`config.mk`:
```
export PLATFORM = sky130hd
export DESIGN_NAME = numeric_constant_scanner_unit
export DESIGN_NICKNAME = d
export VERILOG_FILES = /design/src/hw/rtl/nsc_pkg.sv /design/src/hw/rtl/numeric_constant_scanner_unit.sv /design/src/hw/rtl/nsc_front.sv /design/src/hw/rtl/nsc_queue.sv /design/src/hw/rtl/nsc_back.sv
export SDC_FILE = /design/constraint.sdc
export NUM_CORES = 1
export LEC_CHECK = 0
export BUFFER_PORTS_ARGS = -buffer_cell sky130_fd_sc_hd__buf_2
export CAP_MARGIN = 20
export CORE_ASPECT_RATIO = 0.8
export CORE_UTILIZATION = 50
export DETAILED_ROUTE_END_ITERATION = 10
export PLACE_DENSITY = 0.73
export SLEW_MARGIN = 20
export SYNTH_ARGS = -nofsm -noshare
export SYNTH_HDL_FRONTEND = slang
export SYNTH_SLANG_ARGS = --single-unit
export TNS_END_PERCENT = 10
```
`constraint.sdc`:
```
create_clock -name clk -period 3.35 [get_ports clk]
set_clock_uncertainty 0.2 [all_clocks]
set_input_delay 0.67 -clock clk [delete_from_list [all_inputs] [get_ports clk]]
set_output_delay 0.67 -clock clk [all_outputs]
set_load 0.1 [all_outputs]
```
`src/hw/rtl/nsc_pkg.sv`:
```
// Shared types and constants for the numeric constant scanner.
// No dependencies; imported by every module of the block.
`timescale 1ns / 1ps

package nsc_pkg;

  localparam int MAX_TOKEN_LENGTH_DEF = 255;
  localparam int QUEUE_DEPTH = 4;
  localparam int QUEUE_AW = $clog2(QUEUE_DEPTH);

  // ASCII codes the classifier looks for
  localparam logic [7:0] CH_ZERO     = 8'h30;
  localparam logic [7:0] CH_NINE     = 8'h39;
  localparam logic [7:0] CH_PLUS     = 8'h2B;
  localparam logic [7:0] CH_MINUS    = 8'h2D;
  localparam logic [7:0] CH_POINT    = 8'h2E;
  localparam logic [7:0] CH_EXP_UP   = 8'h45;
  localparam logic [7:0] CH_EXP_LO   = 8'h65;
  localparam logic [7:0] CH_U        = 8'h75;
  localparam logic [7:0] CH_TYPE_D   = 8'h64;
  localparam logic [7:0] CH_TYPE_F   = 8'h66;
  localparam logic [7:0] CH_TYPE_LUP = 8'h4C;
  localparam logic [7:0] CH_TYPE_LLO = 8'h6C;
  localparam logic [7:0] CH_TYPE_I   = 8'h69;
  localparam logic [7:0] CH_TYPE_S   = 8'h73;
  localparam logic [7:0] CH_TYPE_C   = 8'h63;

  typedef enum logic [2:0] {
    CLS_OTHER,
    CLS_DIGIT,
    CLS_SIGN,
    CLS_UNSIGNED,
    CLS_POINT,
    CLS_EXP,
    CLS_TYPE
  } char_class_t;

  typedef struct packed {
    char_class_t cls;
    logic        last;
  } entry_t;

  typedef struct packed {
    logic full;
    logic empty;
  } queue_status_t;

endpackage

```
`src/hw/rtl/numeric_constant_scanner_unit.sv`:
```
// Channel  Dir  Word                      Sideband
// in_      in   tdata[7:0] char_code      tlast = last_char
// out_     out  tdata[7:0] token_length   tuser = is_constant
//
// One character word is taken per cycle while in_tready is high; the classifier and the rule engine
// are split by a four-word queue, so either side can stall on its own.
// A word is written into a queue slot when accepted and is judged from the queue head; the
// result for the word that ends the constant is registered in the output register (out_tvalid).
// in_tready drops only while the queue holds four words (out_tready held low).
// Reset (rst_n low, synchronous) empties the queue and clears all scan state.
// Depends on nsc_pkg, nsc_front, nsc_queue and nsc_back.
`timescale 1ns / 1ps

module numeric_constant_scanner_unit
  import nsc_pkg::*;
#(
  parameter int MAX_TOKEN_LENGTH = MAX_TOKEN_LENGTH_DEF
) (
  input  logic       clk,
  input  logic       rst_n,
  input  logic       in_tvalid,
  output logic       in_tready,
  input  logic [7:0] in_tdata,   // [7:0] char_code
  input  logic       in_tlast,   // last_char
  output logic       out_tvalid,
  input  logic       out_tready,
  output logic [7:0] out_tdata,  // [7:0] token_length
  output logic       out_tuser   // is_constant
);

  queue_status_t q_status;
  entry_t        push_entry;
  entry_t        head;
  logic          push;
  logic          pop;

  nsc_front u_front (
    .in_tvalid  (in_tvalid),
    .in_tready  (in_tready),
    .in_tdata   (in_tdata),
    .in_tlast   (in_tlast),
    .q_status   (q_status),
    .push       (push),
    .push_entry (push_entry)
  );

  nsc_queue u_queue (
    .clk        (clk),
    .rst_n      (rst_n),
    .push       (push),
    .push_entry (push_entry),
    .pop        (pop),
    .head       (head),
    .status     (q_status)
  );

  nsc_back #(
    .MAX_TOKEN_LENGTH (MAX_TOKEN_LENGTH)
  ) u_back (
    .clk        (clk),
    .rst_n      (rst_n),
    .head       (head),
    .q_status   (q_status),
    .pop        (pop),
    .out_tvalid (out_tvalid),
    .out_tready (out_tready),
    .out_tdata  (out_tdata),
    .out_tuser  (out_tuser)
  );

  // an invalid result always reports zero length
  assert property (@(posedge clk) disable iff (!rst_n)
    out_tvalid && !out_tuser |-> out_tdata == 8'd0)
    else $error("invalid result with nonzero length");

  // a valid constant holds at least one digit
  assert property (@(posedge clk) disable iff (!rst_n)
    out_tvalid && out_tuser && (MAX_TOKEN_LENGTH < 256) |-> out_tdata != 8'd0)
    else $error("valid constant with zero length");

  // drain the queue only when the output register can take a word
  assert property (@(posedge clk) disable iff (!rst_n)
    pop |-> !out_tvalid || out_tready)
    else $error("queue popped while output stalled");

  assert property (@(posedge clk) disable iff (!rst_n)
    !(q_status.full && q_status.empty))
    else $error("queue status inconsistent");

endmodule

```
`src/hw/rtl/nsc_front.sv`:
```
// Front end: accepts input words and tags each character with its class.
// Depends on nsc_pkg; feeds nsc_queue.
`timescale 1ns / 1ps

module nsc_front
  import nsc_pkg::*;
(
  input  logic          in_tvalid,
  output logic          in_tready,
  input  logic [7:0]    in_tdata,   // [7:0] char_code
  input  logic          in_tlast,   // last_char
  input  queue_status_t q_status,
  output logic          push,
  output entry_t        push_entry
);

  char_class_t cls;

  always_comb begin
    case (in_tdata) inside
      [CH_ZERO:CH_NINE]: cls = CLS_DIGIT;
      CH_PLUS, CH_MINUS: cls = CLS_SIGN;
      CH_U: cls = CLS_UNSIGNED;
      CH_POINT: cls = CLS_POINT;
      CH_EXP_UP, CH_EXP_LO: cls = CLS_EXP;
      CH_TYPE_D, CH_TYPE_F, CH_TYPE_LUP, CH_TYPE_LLO,
      CH_TYPE_I, CH_TYPE_S, CH_TYPE_C: cls = CLS_TYPE;
      default: cls = CLS_OTHER;
    endcase
  end

  assign in_tready       = !q_status.full;
  assign push            = in_tvalid && in_tready;
  assign push_entry.cls  = cls;
  assign push_entry.last = in_tlast;

endmodule

```
`src/hw/rtl/nsc_queue.sv`:
```
// Short queue of classified characters between front and back end.
// Depends on nsc_pkg.
`timescale 1ns / 1ps

module nsc_queue
  import nsc_pkg::*;
(
  input  logic          clk,
  input  logic          rst_n,
  input  logic          push,
  input  entry_t        push_entry,
  input  logic          pop,
  output entry_t        head,
  output queue_status_t status
);

  entry_t              slot_r [QUEUE_DEPTH];
  logic [QUEUE_AW-1:0] wr_ptr_r, wr_ptr_nxt;
  logic [QUEUE_AW-1:0] rd_ptr_r, rd_ptr_nxt;
  logic [QUEUE_AW:0]   count_r, count_nxt;

  always_comb begin
    wr_ptr_nxt = push ? wr_ptr_r + 1'b1 : wr_ptr_r;
    rd_ptr_nxt = pop ? rd_ptr_r + 1'b1 : rd_ptr_r;
    count_nxt  = count_r + (QUEUE_AW+1)'(push) - (QUEUE_AW+1)'(pop);
  end

  always_ff @(posedge clk) begin
    if (!rst_n) begin
      wr_ptr_r <= '0;
      rd_ptr_r <= '0;
      count_r  <= '0;
    end else begin
      wr_ptr_r <= wr_ptr_nxt;
      rd_ptr_r <= rd_ptr_nxt;
      count_r  <= count_nxt;
    end
  end

  always_ff @(posedge clk) begin
    if (push) begin
      slot_r[wr_ptr_r] <= push_entry;
    end
  end

  assign head         = slot_r[rd_ptr_r];
  assign status.full  = (count_r == (QUEUE_AW+1)'(QUEUE_DEPTH));
  assign status.empty = (count_r == '0);

endmodule

```
`src/hw/rtl/nsc_back.sv`:
```
// Back end: applies the constant rules to classified characters and holds
// the result word in an output register. Depends on nsc_pkg.
`timescale 1ns / 1ps

module nsc_back
  import nsc_pkg::*;
#(
  parameter int MAX_TOKEN_LENGTH = MAX_TOKEN_LENGTH_DEF
) (
  input  logic          clk,
  input  logic          rst_n,
  input  entry_t        head,
  input  queue_status_t q_status,
  output logic          pop,
  output logic          out_tvalid,
  input  logic          out_tready,
  output logic [7:0]    out_tdata,  // [7:0] token_length
  output logic          out_tuser   // is_constant
);

  localparam int LEN_W = $clog2(MAX_TOKEN_LENGTH + 1);

  logic [LEN_W-1:0] len_r, len_nxt;
  logic digit_r, digit_nxt;
  logic point_r, point_nxt;
  logic exp_r, exp_nxt;
  logic suffix_r, suffix_nxt;
  logic uns_ok_r, uns_ok_nxt;
  logic esign_ok_r, esign_ok_nxt;
  logic fin_r, fin_nxt;

  logic             out_valid_r, out_valid_nxt;
  logic [7:0]       out_len_r, out_len_nxt;
  logic             out_const_r, out_const_nxt;

  logic             take, broken, over, acc, emit, valid;
  logic             digit_c, point_c, exp_c, suffix_c, nu, ne;
  logic [LEN_W-1:0] len_out;
  logic [LEN_W+7:0] len_ext;

  assign pop = !q_status.empty && (!out_valid_r || out_tready);

  always_comb begin
    take     = 1'b0;
    broken   = 1'b0;
    nu       = 1'b0;
    ne       = 1'b0;
    digit_c  = digit_r;
    point_c  = point_r;
    exp_c    = exp_r;
    suffix_c = suffix_r;

    if (esign_ok_r && head.cls == CLS_SIGN) begin
      take = 1'b1;
    end else if (uns_ok_r && head.cls == CLS_UNSIGNED) begin
      take = 1'b1;
    end else if (len_r == '0 && head.cls == CLS_SIGN) begin
      take = 1'b1;
    end else begin
      case (head.cls)
        CLS_DIGIT: begin
          digit_c = 1'b1;
          take    = 1'b1;
        end
        CLS_TYPE: begin
          if (!digit_r || suffix_r) begin
            broken = 1'b1;
          end else begin
            suffix_c = 1'b1;
            nu       = 1'b1;
            take     = 1'b1;
          end
        end
        CLS_POINT: begin
          if (point_r) begin
            broken = 1'b1;
          end else begin
            point_c = 1'b1;
            take    = 1'b1;
          end
        end
        CLS_EXP: begin
          if (exp_r || !digit_r) begin
            broken = 1'b1;
          end else begin
            exp_c = 1'b1;
            ne    = 1'b1;
            take  = 1'b1;
          end
        end
        default: ;
      endcase
    end

    // one more character would push the constant past the bound
    over    = take && (len_r >= LEN_W'(MAX_TOKEN_LENGTH));
    acc     = take && !over;
    emit    = !acc || head.last;
    valid   = !(broken || over) && digit_c;
    len_out = acc ? len_r + 1'b1 : len_r;
    len_ext = {8'd0, len_out};

    len_nxt      = len_r;
    digit_nxt    = digit_r;
    point_nxt    = point_r;
    exp_nxt      = exp_r;
    suffix_nxt   = suffix_r;
    uns_ok_nxt   = uns_ok_r;
    esign_ok_nxt = esign_ok_r;
    fin_nxt      = fin_r;

    out_valid_nxt = out_valid_r && !out_tready;
    out_len_nxt   = out_len_r;
    out_const_nxt = out_const_r;

    if (pop) begin
      if (head.last) begin
        // string ends: clear for the next one
        len_nxt      = '0;
        digit_nxt    = 1'b0;
        point_nxt    = 1'b0;
        exp_nxt      = 1'b0;
        suffix_nxt   = 1'b0;
        uns_ok_nxt   = 1'b0;
        esign_ok_nxt = 1'b0;
        fin_nxt      = 1'b0;
      end else if (!fin_r) begin
        len_nxt    = len_out;
        digit_nxt  = digit_c;
        point_nxt  = point_c;
        exp_nxt    = exp_c;
        suffix_nxt = suffix_c;
        if (acc) begin
          uns_ok_nxt   = nu;
          esign_ok_nxt = ne;
        end
        fin_nxt = emit;
      end
      if (!fin_r && emit) begin
        out_valid_nxt = 1'b1;
        out_len_nxt   = valid ? len_ext[7:0] : 8'd0;
        out_const_nxt = valid;
      end
    end
  end

  always_ff @(posedge clk) begin
    if (!rst_n) begin
      len_r       <= '0;
      digit_r     <= 1'b0;
      point_r     <= 1'b0;
      exp_r       <= 1'b0;
      suffix_r    <= 1'b0;
      uns_ok_r    <= 1'b0;
      esign_ok_r  <= 1'b0;
      fin_r       <= 1'b0;
      out_valid_r <= 1'b0;
    end else begin
      len_r       <= len_nxt;
      digit_r     <= digit_nxt;
      point_r     <= point_nxt;
      exp_r       <= exp_nxt;
      suffix_r    <= suffix_nxt;
      uns_ok_r    <= uns_ok_nxt;
      esign_ok_r  <= esign_ok_nxt;
      fin_r       <= fin_nxt;
      out_valid_r <= out_valid_nxt;
    end
  end

  always_ff @(posedge clk) begin
    out_len_r   <= out_len_nxt;
    out_const_r <= out_const_nxt;
  end

  assign out_tvalid = out_valid_r;
  assign out_tdata  = out_len_r;
  assign out_tuser  = out_const_r;

endmodule
```
Yosys cells after proc, flatten, opt, wreduce, memory -nomap -nowiden
Memory sizes are Yosys's and may differ from the RTL's. A register that Yosys moved wholly into a read port is not among the register bits.
Index checks and enable logic that the tools add are counted.
- register bits after elaboration: 32
- bits in writable memories: 16
- input port bits: 13
- word-level logic and storage cells: 160
- memories: 1
- add/subtract/negate cells: 5
- $lt $le $gt $ge: 3
- eq/ne operators: 26
- muxes and demuxes: 71
- reductions and logical operators: 40
- memories (memory ; depth ; width ; rd ports ; clocked after memory_dff ; wr ports ; line ; text):
    u_queue.slot_r ; 4 ; 4 ; 1 ; 1 ; 1 ; nsc_queue.sv:17 ; entry_t slot_r [QUEUE_DEPTH];
- operators with widths (cell ; number):
    equality test 8 x 7 -> 1 bit, second input constant ; 10
    2-to-1 mux 1 bit ; 58
    equality test 8 x 6 -> 1 bit, second input constant ; 3
    2-to-1 mux 8 bit ; 3
    2-to-1 mux 3 bit ; 6
    AND reduction 7 bit ; 2
    equality test 3 bit, second input constant ; 4
    inequality test 2 x 1 -> 1 bit, second input constant ; 6
    logical AND 1 bit ; 11
    logical NOT 1 bit ; 9
    adder 8 x 1 -> 8 bit, second input constant ; 1
    >= comparator 8 x 6 -> 1 bit, second input constant ; 1
    >= comparator 8 bit, second input constant ; 1
    <= comparator 8 x 6 -> 1 bit, second input constant ; 1
    logical NOT 8 bit ; 1
    nonzero test 2 bit ; 4
    OR reduction 7 bit ; 1
    equality test 3 x 2 -> 1 bit, second input constant ; 2
    AND reduction 6 bit ; 1
    logical OR 1 bit ; 5
    adder 2 x 1 -> 2 bit, second input constant ; 2
    2-to-1 mux 2 bit ; 2
    case mux 1 bit (4 select lines) ; 1
    AND reduction 2 bit ; 2
    other kinds (7) ; 8

Logic depth before layout (Yosys ltp)
- depth in word-level cells: 15
- gate-level depth with buffers: 11

Hierarchy
A second synthesis with hierarchy kept.
- cells, all modules: 255
- area, all modules: 2598.7 um^2
- modules (own cells, without submodules) (module ; instances ; cells each ; area each (um^2) ; seq. area each (um^2)):
    nsc_back ; 1 ; 166 ; 1412.6 ; 590.6
    nsc_queue ; 1 ; 62 ; 1022.2 ; 660.6
    nsc_front ; 1 ; 27 ; 163.9 ; 0.0

Worst setup path after synthesis
Ideal clock, no wire load.
- path kind: reg2reg
- from: reg u_back.out_valid_r (netlist: u_back.out_tvalid)
- to: reg u_queue.count_r[2]
- arrival time: 2.612 ns
- required time: 3.032 ns
- slack: 0.420 ns
- cell stages (with the launch flop): 12
- cell sequence: dfxtp_1 -> nor2b_1 -> or2_2 -> inv_1 -> ha_1 -> inv_1 -> ha_1 -> inv_1 -> fa_1 -> xor2_1 -> xnor2_1 -> nor2_1
- longest elaborated chain between the ends: 4
- ends and longest elaborated chain (what ; line ; text):
    start: declaration ; nsc_back.sv:32 ; logic out_valid_r, out_valid_nxt;
    start signal: assignment ; nsc_back.sv:167 ; out_valid_r <= out_valid_nxt;
    logical NOT 1 bit ; nsc_back.sv:41 ; assign pop = !q_status.empty && (!out_valid_r || out_tready);
    logical OR 1 bit ; nsc_back.sv:41 ;
    logical AND 1 bit ; nsc_back.sv:41 ;
    via pop ; numeric_constant_scanner_unit.sv:35 ; logic pop;
    subtractor 3 x 1 -> 3 bit ; nsc_queue.sv:25 ; count_nxt = count_r + (QUEUE_AW+1)'(push) - (QUEUE_AW+1)'(pop);
    end signal: assignment ; nsc_queue.sv:36 ; count_r <= count_nxt;
    end: declaration ; nsc_queue.sv:20 ; logic [QUEUE_AW:0] count_r, count_nxt;
The timed path passes the listed nets, and every way through them passes these cells.
A chain may end at the register's enable or synchronous reset.

==> results.ini <==
[logic_synthesis]
async_reset_ff_share_pct = 0
synth_top_area_share_pct = 26.73
yosysWarnings = 0
syn-num-nets = 302
syn_inst = 280
ys_seq_elements = 50
yosysUniqueCellTypes = 59
syn_area_um2 = 2809
synth_enable_flop_cells = 25
synthTopCellsByCount = dfxtp_1 (25), edfxtp_1 (25), nor2_1 (22)
synth.largest_area_cell = edfxtp_1
synth_area_per_cell_um2 = 10.03
synth_ff_type = edfxtp_1
ys_seq_area_share_pct = 44.54
yosys-top-cells-area = edfxtp_1 (27%), dfxtp_1 (18%), ha_1 (3.6%), mux4_2 (3.2%), nor2_1 (2.9%)

[global_routing]
use_met3_pct = 5.749
grt_pass1_wl_um = 9597
first_global_vias = 1947
grt.total_usage_pct = 21.32
grt_max_degree = 17
met2_usage_pct = 30.93
grt_util_met1_pct = 31.06
grt-busiest-layer = met1
grt_antenna_before_repair = 0
overflow = 0

[layout]
finalNonFillerCells = 380
fillers = 484
nets = 323
syn2layout_area_growth_pct = 9.577
antennaDiodeCount = 0
layout-drive-gt1-share_pct = 14.90

[route]
dr.first_iter.drc_count = 268
drc = 0
wl_per_cell_um = 15.45
routed_wl_um = 5872
vias = 2198
drtPass1Iterations = 4
detail-route-antenna-nets = 0
vias_per_cell = 5.784

[worst_setup_path]
critPathTopFamily = compound AO/OA/AOI/OAI gates
required_ps = 3360
startpoint_type = register
crit_buf_inv = 0
crit_type = register to register
cp_max_fo = 12
crit_chain = mux4_2 > a21boi_0 > a211oi_1 > o21ai_1 > nand2_1 > o311a_1
worstPathArrival_ps = 3160
slowest_delay_ps = 670
rrSetupSlack_ps = 210
crit_slowest_cell = o21ai_1
endpoint_kind = register

[timing]
fin_crit_sh_pct = 93.84
setup_slack_ps = 206.4
worst_slew_pin_slew_ps = 845.2
rsz0062_at_grt = no
drv_slew = 0
hold_viol = 0
tns_ps = 0
setup_viol = 0
fmaxAchievable_ghz = 0.3181
max_slew_margin_pct = 43.06
hold_ws_ps = 294.4
min_period_ps = 3144

[floorplanning]
start_util_pct = 51.68
pin_count = 24
fp.dieH_um = 69.04
dieArea_um2 = 5924
rows = 24
die_w_um = 85.80
coreArea_um2 = 5435

[job]
drv_cap = 0

[min_path]
holdCritPathClass = register to register

[placed_design]
place_ws_ps = 206.6
dp_hpwl_um = 4293
place_congestion = 0.8583
io_buffers = 23
dp.cells = 372

[clock_network]
cts_hold_buf = 0
clock-root-buffer = clkbuf_8
cts_setup_buffers = 0
path_clk_slew_ps = 90
clk_latency_ps = 320
cts_resized = 0
clock-sinks = 50
cts.path.max_buffers = 2
cts_inserted_buffers = 5
htreeDepth = 2
cts_tree = done

[power]
power.leakage_nw = 1.150
p_per_area_nw_per_um2 = 922.1
vdd_drop_max_uv = 487.1

[run_status]
status = finished, final reports clean

[per-layer routing]
| layer | part of all wire [%] | vias to the layer above |
|---|---|---|
| met5 | 0 | - |
| met4 | 1.8 | 0 |
| met2 | 44 | 76 |
| met1 | 47 | 1029 |
| met3 | 7.1 | 9 |
| li1 | - | 1084 |
[layout by cell type (no fill, tap or decap), types with 5 or more instances in the layout]
master    instances
a21oi_1          13
and2_1            5
and3_1            8
buf_2            23
buf_4             6
clkbuf_8          5
dfxtp_1          25
edfxtp_1         25
ha_1              8
inv_1            15
nand2_1          20
nand2b_1         13
nand3_1          10
nand4_1           5
nor2_1           22
nor2b_1           8
nor3_1            5
o21ai_0           8
[area by class of cell]
cell class,instances,area [µm²],area share [%]
Clock buffer,6,72.57,2.358
Clock inverter,2,13.76,0.4472
Inverter,16,60.06,1.951
Multi-Input combinational cell,199,1423,46.22
Sequential cell,50,1251,40.65
Tap cell,78,97.59,3.171
Timing Repair Buffer,29,160.2,5.203
[power breakdown]
| group | leakage (nW) | internal (W) | switching [W] |
|---|---|---|---|
| clock | 0.0456 | 0.000149 | 0.000207 |
| sequential | 0.448 | 0.000814 | 0.0000997 |
| combinational | 0.656 | 0.000452 | 0.00112 |
| total | 1.15 | 0.00141 | 0.00142 |
[through the flow]
stage | power [W] | cell area, µm² | util (%)
finish | 0.002838 | 3078 | 56.63
global route | 0.003005 | 3078 | 56.63
CTS | 0.002841 | 3078 | 56.63
detailed placement | 0.002478 | 2992 | 55.04
global placement | 0.002462 | 2992 | 55.04
floorplan | 0.002176 | 2809 | -
[state kept, by name, indices dropped and copies added, names as in the netlist, named ones only]
name and count:
u_back.digit_r 1, u_back.esign_ok_r 1, u_back.exp_r 1, u_back.fin_r 1
u_back.len_r 8, u_back.out_tdata 8, u_back.out_tuser 1, u_back.out_tvalid 1
u_back.point_r 1, u_back.suffix_r 1, u_back.uns_ok_r 1, u_queue.count_r 3
u_queue.rd_ptr_r 2, u_queue.slot_r 16, u_queue.wr_ptr_r 2
[final timing paths]
| path | start | end | cells past startpoint |
|---|---|---|---|
| setup / recovery | register | u_back.len_r[6]$_SDFFE_PN0P_ | 6 |
| hold / removal | u_back.uns_ok_r$_SDFFE_PN0P_ | u_back.uns_ok_r$_SDFFE_PN0P_ | 1 |
| setup reg to reg | register | u_back.len_r[6]$_SDFFE_PN0P_ | 6 |
| hold reg to reg | u_back.uns_ok_r$_SDFFE_PN0P_ | u_back.uns_ok_r$_SDFFE_PN0P_ | 1 |
[cell families (layout without fill, tap and decap cells)]
logic type               after synthesis  in the layout  share of synthesized area (%)
buffers and inverters                 31             53                          4.810
flip-flops                            50             50                          44.54
adder cells (fa/ha/maj)                9              9                          4.276
AO/OA/AOI/OAI                         60             60                          15.46
XOR/XNOR                               7              7                          2.183
multiplexers                          11             11                          7.439
AND/OR/NAND/NOR                      112            112                          21.29
Note: power is estimated with default switching activity, not from simulation.
